File: src/rtl/clcd_pkg.sv
package clcd_pkg;

    localparam int COLUMNS = 20;
    localparam int ROWS    = 2;
    localparam int DEPTH   = ROWS * COLUMNS;
    localparam int AW      = $clog2(DEPTH);
    localparam int COL_W   = 5;

    localparam logic [1:0] OP_WRITE   = 2'd0;
    localparam logic [1:0] OP_CLEAR   = 2'd1;
    localparam logic [1:0] OP_REFRESH = 2'd2;
    localparam logic [1:0] OP_INIT    = 2'd3;

    localparam logic [1:0] KIND_STATUS = 2'd0;
    localparam logic [1:0] KIND_BYTE   = 2'd1;
    localparam logic [1:0] KIND_NIBBLE = 2'd2;

    localparam logic RS_CMD  = 1'b0;
    localparam logic RS_DATA = 1'b1;

    localparam logic [7:0] CMD_ROW0     = 8'h80;
    localparam logic [7:0] CMD_ROW1     = 8'hC0;
    localparam logic [7:0] START_NIBBLE = 8'h02;
    localparam logic [7:0] SPACE_CHAR   = 8'h20;

    // controller -> datapath
    typedef struct packed {
        logic             capture;
        logic             load;
        logic [1:0]       kind;
        logic             rs;
        logic             use_mem;
        logic [7:0]       value;
        logic             last;
        logic             do_write;
        logic             do_clear;
        logic             clr_dirty;
        logic             rd_row;
        logic [COL_W-1:0] rd_col;
    } clcd_cmd_t;

    // datapath -> controller
    typedef struct packed {
        logic slot_free;
    } clcd_stat_t;

    function automatic logic [7:0] setup_cmd(input logic [1:0] idx);
        logic [7:0] v;
        case (idx)
            2'd0:    v = 8'h2C;
            2'd1:    v = 8'h0C;
            2'd2:    v = 8'h06;
            default: v = 8'h01;
        endcase
        return v;
    endfunction

endpackage

File: src/rtl/clcd_ctrl.sv
module clcd_ctrl (
    input  logic                  clk,
    input  logic                  rst_n,
    input  logic                  in_valid,
    output logic                  in_ready,
    input  logic [1:0]            operation,
    input  clcd_pkg::clcd_stat_t  stat,
    output clcd_pkg::clcd_cmd_t   cmd
);

    localparam logic [2:0] S_IDLE   = 3'd0;
    localparam logic [2:0] S_STATUS = 3'd1;
    localparam logic [2:0] S_RCMD   = 3'd2;
    localparam logic [2:0] S_RRD    = 3'd3;
    localparam logic [2:0] S_RDATA  = 3'd4;
    localparam logic [2:0] S_INIB   = 3'd5;
    localparam logic [2:0] S_ICMD   = 3'd6;

    localparam logic [clcd_pkg::COL_W-1:0] COL_LAST =
        clcd_pkg::COL_W'(clcd_pkg::COLUMNS - 1);

    logic [2:0]                    state_reg, state_next;
    logic [1:0]                    op_reg, op_next;
    logic                          row_reg, row_next;
    logic [clcd_pkg::COL_W-1:0]    col_reg, col_next;

    always_ff @(posedge clk or negedge rst_n)
    begin
        if (!rst_n)
        begin
            state_reg <= S_IDLE;
            op_reg    <= clcd_pkg::OP_WRITE;
            row_reg   <= 1'b0;
            col_reg   <= '0;
        end
        else
        begin
            state_reg <= state_next;
            op_reg    <= op_next;
            row_reg   <= row_next;
            col_reg   <= col_next;
        end
    end

    assign in_ready = (state_reg == S_IDLE);

    always_comb
    begin
        state_next = state_reg;
        op_next    = op_reg;
        row_next   = row_reg;
        col_next   = col_reg;

        cmd           = '0;
        cmd.kind      = clcd_pkg::KIND_BYTE;
        cmd.rs        = clcd_pkg::RS_CMD;
        cmd.rd_row    = row_reg;
        cmd.rd_col    = col_reg;

        unique case (state_reg)
            S_IDLE:
            begin
                cmd.capture = in_valid;
                if (in_valid)
                begin
                    op_next  = operation;
                    row_next = 1'b0;
                    col_next = '0;
                    unique case (operation) inside
                        clcd_pkg::OP_WRITE,
                        clcd_pkg::OP_CLEAR:   state_next = S_STATUS;
                        clcd_pkg::OP_REFRESH: state_next = S_RCMD;
                        default:              state_next = S_INIB;
                    endcase
                end
            end
            S_STATUS:
            begin
                cmd.load     = stat.slot_free;
                cmd.kind     = clcd_pkg::KIND_STATUS;
                cmd.last     = 1'b1;
                cmd.do_write = stat.slot_free && (op_reg == clcd_pkg::OP_WRITE);
                cmd.do_clear = stat.slot_free && (op_reg == clcd_pkg::OP_CLEAR);
                if (stat.slot_free)
                    state_next = S_IDLE;
            end
            S_RCMD:
            begin
                cmd.load      = stat.slot_free;
                cmd.value     = row_reg ? clcd_pkg::CMD_ROW1 : clcd_pkg::CMD_ROW0;
                cmd.clr_dirty = stat.slot_free;
                if (stat.slot_free)
                    state_next = S_RRD;
            end
            S_RRD:
            begin
                // wait state for the registered buffer read to land
                state_next = S_RDATA;
            end
            S_RDATA:
            begin
                cmd.load      = stat.slot_free;
                cmd.rs        = clcd_pkg::RS_DATA;
                cmd.use_mem   = 1'b1;
                cmd.clr_dirty = stat.slot_free;
                cmd.last      = row_reg && (col_reg == COL_LAST);
                if (stat.slot_free)
                begin
                    if (col_reg == COL_LAST)
                    begin
                        col_next = '0;
                        if (row_reg)
                            state_next = S_IDLE;
                        else
                        begin
                            row_next   = 1'b1;
                            state_next = S_RCMD;
                        end
                    end
                    else
                    begin
                        col_next   = col_reg + 1'b1;
                        state_next = S_RRD;
                    end
                end
            end
            S_INIB:
            begin
                cmd.load  = stat.slot_free;
                cmd.kind  = clcd_pkg::KIND_NIBBLE;
                cmd.value = clcd_pkg::START_NIBBLE;
                if (stat.slot_free)
                begin
                    col_next   = '0;
                    state_next = S_ICMD;
                end
            end
            S_ICMD:
            begin
                cmd.load  = stat.slot_free;
                cmd.value = clcd_pkg::setup_cmd(col_reg[1:0]);
                cmd.last  = (col_reg[1:0] == 2'd3);
                if (stat.slot_free)
                begin
                    if (col_reg[1:0] == 2'd3)
                        state_next = S_IDLE;
                    else
                        col_next = col_reg + 1'b1;
                end
            end
            default:
            begin
                state_next = S_IDLE;
            end
        endcase
    end

endmodule

File: src/rtl/clcd_dpath.sv
module clcd_dpath (
    input  logic                 clk,
    input  logic                 rst_n,
    input  logic [4:0]           column,
    input  logic [1:0]           row,
    input  logic [7:0]           character,
    input  clcd_pkg::clcd_cmd_t  cmd,
    output clcd_pkg::clcd_stat_t stat,
    output logic                 out_valid,
    input  logic                 out_ready,
    output logic [1:0]           kind,
    output logic                 register_select,
    output logic [7:0]           value,
    output logic                 accepted,
    output logic                 dirty,
    output logic                 last
);

    localparam int AW = clcd_pkg::AW;

    logic [7:0]                 mem [clcd_pkg::DEPTH];
    logic [clcd_pkg::DEPTH-1:0] vld_reg;
    logic [7:0]                 rd_data_reg;
    logic                       rd_vld_reg;

    logic [4:0] col_in_reg;
    logic [1:0] row_in_reg;
    logic [7:0] char_in_reg;

    logic       dirty_reg, dirty_next;
    logic       out_valid_reg;
    logic [1:0] kind_reg;
    logic       rs_reg;
    logic [7:0] value_reg;
    logic       accepted_reg;
    logic       dirty_out_reg;
    logic       last_reg;

    logic          pos_ok;
    logic          wr_en;
    logic [AW-1:0] wr_addr;
    logic [AW-1:0] rd_addr;

    always_ff @(posedge clk)
    begin
        if (cmd.capture)
        begin
            col_in_reg  <= column;
            row_in_reg  <= row;
            char_in_reg <= character;
        end
    end

    assign pos_ok = (col_in_reg != 5'd0) && (row_in_reg != 2'd0)
                 && ({27'd0, col_in_reg} <= 32'(clcd_pkg::COLUMNS))
                 && ({30'd0, row_in_reg} <= 32'(clcd_pkg::ROWS));
    assign wr_en  = cmd.do_write && pos_ok;

    // rows are 1-based here; only row 1 or 2 reaches the write
    assign wr_addr = ((row_in_reg == 2'd2) ? AW'(clcd_pkg::COLUMNS) : AW'(0))
                   + AW'(col_in_reg - 5'd1);
    assign rd_addr = (cmd.rd_row ? AW'(clcd_pkg::COLUMNS) : AW'(0)) + AW'(cmd.rd_col);

    always_ff @(posedge clk)
    begin
        if (wr_en)
            mem[wr_addr] <= char_in_reg;
        rd_data_reg <= mem[rd_addr];
    end

    // entries not written since reset or clear read back as space
    always_ff @(posedge clk or negedge rst_n)
    begin
        if (!rst_n)
        begin
            vld_reg    <= '0;
            rd_vld_reg <= 1'b0;
        end
        else
        begin
            if (cmd.do_clear)
                vld_reg <= '0;
            else if (wr_en)
                vld_reg[wr_addr] <= 1'b1;
            rd_vld_reg <= vld_reg[rd_addr];
        end
    end

    always_comb
    begin
        dirty_next = dirty_reg;
        if (wr_en || cmd.do_clear)
            dirty_next = 1'b1;
        else if (cmd.clr_dirty)
            dirty_next = 1'b0;
    end

    always_ff @(posedge clk or negedge rst_n)
    begin
        if (!rst_n)
        begin
            dirty_reg     <= 1'b0;
            out_valid_reg <= 1'b0;
        end
        else
        begin
            dirty_reg <= dirty_next;
            if (cmd.load)
                out_valid_reg <= 1'b1;
            else if (out_ready)
                out_valid_reg <= 1'b0;
        end
    end

    always_ff @(posedge clk)
    begin
        if (cmd.load)
        begin
            kind_reg      <= cmd.kind;
            rs_reg        <= cmd.rs;
            value_reg     <= cmd.use_mem ? (rd_vld_reg ? rd_data_reg : clcd_pkg::SPACE_CHAR)
                                         : cmd.value;
            accepted_reg  <= wr_en;
            dirty_out_reg <= dirty_next;
            last_reg      <= cmd.last;
        end
    end

    assign stat.slot_free = !out_valid_reg || out_ready;

    assign out_valid       = out_valid_reg;
    assign kind            = kind_reg;
    assign register_select = rs_reg;
    assign value           = value_reg;
    assign accepted        = accepted_reg;
    assign dirty           = dirty_out_reg;
    assign last            = last_reg;

endmodule

File: src/rtl/char_lcd_refresh_controller.sv
// Character LCD frame buffer and refresh sequencer.
// Input channel (in_valid/in_ready) carries one command transaction:
// operation, column, row, character. Output channel (out_valid/out_ready)
// carries the bus writes and status words, the final one marked by last.
// One command is worked at a time; in_ready is high only when idle.
// Write_char and clear give one status transaction and return to idle as
// it is loaded. Init gives 5 transactions, one per cycle while the
// receiver does not stall, and returns to idle as the last is loaded.
// Refresh gives 2*COLUMNS+2 transactions (42 at 20 columns); before each
// data byte the sequencer passes a wait state for the registered buffer
// read, and it returns to idle, ready for the next command, as the last
// byte is loaded.
// Reset empties the buffer at once (all positions read as space through
// per-entry valid flags), clears dirty and drops out_valid.
// A stalled receiver holds the output register; the sequencer waits and
// resumes when the result is taken, with nothing lost or repeated.
module char_lcd_refresh_controller (
    input  logic       clk,
    input  logic       rst_n,
    input  logic       in_valid,
    output logic       in_ready,
    input  logic [1:0] operation,
    input  logic [4:0] column,
    input  logic [1:0] row,
    input  logic [7:0] character,
    output logic       out_valid,
    input  logic       out_ready,
    output logic [1:0] kind,
    output logic       register_select,
    output logic [7:0] value,
    output logic       accepted,
    output logic       dirty,
    output logic       last
);

    clcd_pkg::clcd_cmd_t  cmd;
    clcd_pkg::clcd_stat_t stat;

    clcd_ctrl u_ctrl (
        .clk       (clk),
        .rst_n     (rst_n),
        .in_valid  (in_valid),
        .in_ready  (in_ready),
        .operation (operation),
        .stat      (stat),
        .cmd       (cmd)
    );

    clcd_dpath u_dpath (
        .clk             (clk),
        .rst_n           (rst_n),
        .column          (column),
        .row             (row),
        .character       (character),
        .cmd             (cmd),
        .stat            (stat),
        .out_valid       (out_valid),
        .out_ready       (out_ready),
        .kind            (kind),
        .register_select (register_select),
        .value           (value),
        .accepted        (accepted),
        .dirty           (dirty),
        .last            (last)
    );

endmodule

File: config.mk
export PLATFORM = sky130hd
export DESIGN_NAME = char_lcd_refresh_controller
export DESIGN_NICKNAME = d
export VERILOG_FILES = /design/src/rtl/clcd_pkg.sv /design/src/rtl/clcd_ctrl.sv /design/src/rtl/clcd_dpath.sv /design/src/rtl/char_lcd_refresh_controller.sv
export SDC_FILE = /design/constraint.sdc
export NUM_CORES = 1
export LEC_CHECK = 0
export ABC_AREA = 1
export ABC_CLOCK_PERIOD_IN_PS = 5670
export BUFFER_PORTS_ARGS = -buffer_cell sky130_fd_sc_hd__clkbuf_2
export CAP_MARGIN = 20
export CORE_MARGIN = 5
export CORE_UTILIZATION = 35
export DETAILED_ROUTE_END_ITERATION = 10
export SETUP_SLACK_MARGIN = 0.5
export SYNTH_ARGS = -nofsm -noshare
export SYNTH_HDL_FRONTEND = slang
export SYNTH_SLANG_ARGS = --single-unit
export TNS_END_PERCENT = 100
File: constraint.sdc
create_clock -name clk -period 5.67 [get_ports clk]
set_input_delay 1.134 -clock clk [delete_from_list [all_inputs] [get_ports clk]]
set_output_delay 1.134 -clock clk [all_outputs]
set_load 0.01 [all_outputs]
==> summary.md <==
| Metric | Value |
|---|---|
| Antenna violations before repair | 0 |
| Fin. max-slew vios | 0 |
| Area Growth Syn to Fin | 13.5% |
| Detailed placement HPWL | 26.1 mm |
| Post-synth cell types | 42 |
| Internal power | 5840 µW |
| Seq pwr share | 43.9% |
| Die ar. | 53600 µm² |
| Post-DRT Antenna Nets | 0 |
| Gate Count Post-Synth | 1556 |
| Final worst path period share | 59.2% |
| DR DRC count | 0 |
| Status | complete, no violations |
| Setup Crit Path Kind | flip-flop to flip-flop |
| Syn_area_per_cell | 11.0 µm² |
| Worst-Skew Late Latency | 0.55 ns |
| Setup-failing EPs final | 0 |
| Net count, final | 1612 |
| Die Wd | 232 µm |
| CTS clk-pin slew, worst paths | 0.06 ns |
| CTS tree | built |
| Sw power | 2620 µW |
| Final hold slack | 0.492 ns |
| DR pass1 iterations | 6 |
| Most common cell after layout, fill and taps aside | nand2_1 |
| Maxcap violations | 0 |
| Pin count of the biggest net entering global routing | 146 |
| VDD IR-drop max | 0.293 mV |
| First-pass GRT wire length | 68.1 mm |
| Leak | 0.00737 µW |
| Post-Syn Area | 17200 µm² |
| Io pins | 37 |
| Core area | 48700 µm² |
| Logic pwr share | 20.7% |
| Bufs on Longest Clock Path | 3 |
| Crit Path Max Fanout | 9 |
| Max frequency | 0.298 GHz |
| Wire per inst | 19.5 µm |
| CP Data Required Time | 5.84 ns |
| Number of global-route vias before repair | 11300 |
| PortBufs | 36 |
| Least-Margin Pin Slew | 1.07 ns |
| Post-route cell area | 19500 µm² |
| Ys flop type | edfxtp_1 |
| Setup skew after layout | 0.0224 ns |
| RSZ-0062 raised after global routing | false |
| # H-tree levels | 2 |
| GRT Total Usage | 16.3% |
| Non-Filler Instances | 2273 |
| Initial Util | 35.3% |
| Max reg flops | 320 |
| Clock Power Share | 35.4% |
| Post-CTS Setup Inserts | 0 |
| Seq cells post-synth | 411 |
| Switching Fraction | 31.0% |
| Worst setup path startpoint | u_dpath.row_in_reg[0] |
| Slew headroom | 28.9% |
| Placed standard-cell area | 18000 µm² |
| Ys Warns | 0 |
| Placer Congestion | 0.850 |
| Worst setup EP type | flip-flop |
| Antenna cell count | 0 |
| Reg2reg start | u_dpath.row_in_reg[0] |
| Most frequent cells in the layout | 384 x nand2_1, 349 x edfxtp_1, 224 x nor2_1 |
| Hold path start | u_dpath.vld_reg[18] |
| Share of cells above drive strength 1 | 9.07% |
| Final Hold Viols | 0 |
| DR vias/cell | 5.11 |
| Asr flop ratio synth | 13.1% |
| Num CTS Buffers | 42 |
| DRT iter0 DRCs | 1210 |
| Syn Nets | 1593 |
| Hold crit path type | flip-flop to flip-flop |
| CP startpoint kind | flip-flop |
| Setup WS post-layout | 2.31 ns |
| Resized cells post-CTS | 0 |
| Routed vias | 11600 |
| Dpl cells | 2194 |
| Root buffer cell | clkbuf_16 |
| Post-Route WL | 44.2 mm |
| Std cell rows | 81 |
| Worst slack, placed | 2.14 ns |
| Fraction of the yosys area taken by sequential cells | 69.8% |
| Number of synthesized flops with an enable pin | 349 |
| Setup TNS | 0 ns |
| Die Y-Extent | 232 µm |
| Hold_buf cts | 0 |
| Clk sinks | 411 |
| Grt ovf | 0 |
| PD cells | 434 nW/µm² |
| Final Critical Period | 3.36 ns |
| Arr. time, crit path | 3.53 ns |
synthesized netlist by cell type (15+ instances only):
library cell  instances  area share [%]
ha_1                 15             1.1
edfxtp_1            349              61
o22ai_1              17            0.62
dfrtp_1              54             7.9
o21ai_0              77             2.2
nor2_1              224             4.9
a21oi_1              17            0.50
buf_2                40             1.2
nand2_1             384             8.4
inv_1                68             1.5
clkbuf_1             32            0.70
nand3_1             203             5.9
worst max-delay path: stages, from the launching register on:
cell and delay (ns):
edfxtp_1 0.40, inv_1 0.08, nand2_1 0.07, ha_1 0.32
fa_1 0.43, nand3b_1 0.16, nand2_1 0.15, xnor2_1 0.21
nand3_1 0.40, nor2_1 0.75
final cells by class:
type,instances,area [µm²]
clock inverter,29,389
tap,664,831
sequential,411,12000
clock buffer,49,1120
fill,4621,29200
inverter,76,289
multi-input combinational,991,4550
timing repair buffer,53,337
power groups by stage:
stage / clock, µW / combinational (µW) / sequential [µW]
final: 3000 / 1750 / 3710
after global routing: 3180 / 1940 / 3730
after CTS: 3050 / 1740 / 3710
after detailed placement: 0 / 1740 / 3780
after global placement: 0 / 1730 / 3770
after floorplan: 0 / 1100 / 3760
per-layer routing:
layer | share of wire, % | global-route usage, % | up-vias
met5 | 0 | 0 | -
met4 | 3.0 | 5.61 | 0
met3 | 6.1 | 2.52 | 84
met2 | 48 | 26.6 | 425
met1 | 43 | 22.5 | 5697
li1 | - | - | 5399
per-stage QoR:
| step | total power [µW] | util, % |
|---|---|---|
| CTS | 8510 | 40.0 |
| floorplan | 4860 | - |
| detailed placement | 5510 | 36.9 |
| global placement | 5500 | 36.9 |
| global route | 8850 | 40.0 |
| finish | 8460 | 40.0 |
cell families after synthesis:
family	synth area share, %
AOI/OAI and AO/OA	4.50
xor gates and xnor gates	0.357
adders and majority gates	1.21
buffers and inverters	3.77
DFF	69.8
and+or+nand+nor	20.4
worst paths after layout:
| path | slack [ns] | depth (start not counted) | endpoint |
|---|---|---|---|
| max in group asynchronous | 4.12 | 2 | u_ctrl.col_reg[1] |
| min in group asynchronous | 0.80 | 2 | u_dpath.vld_reg[34] |
| hold / removal | 0.49 | 2 | u_dpath.vld_reg[18] |
| setup / recovery | 2.31 | 9 | u_dpath.mem[24][2] |
| setup reg to reg | 2.31 | 9 | u_dpath.mem[24][2] |
| hold reg to reg | 0.49 | 2 | u_dpath.vld_reg[18] |
No activity file was read; power rests on OpenSTA's default activity.
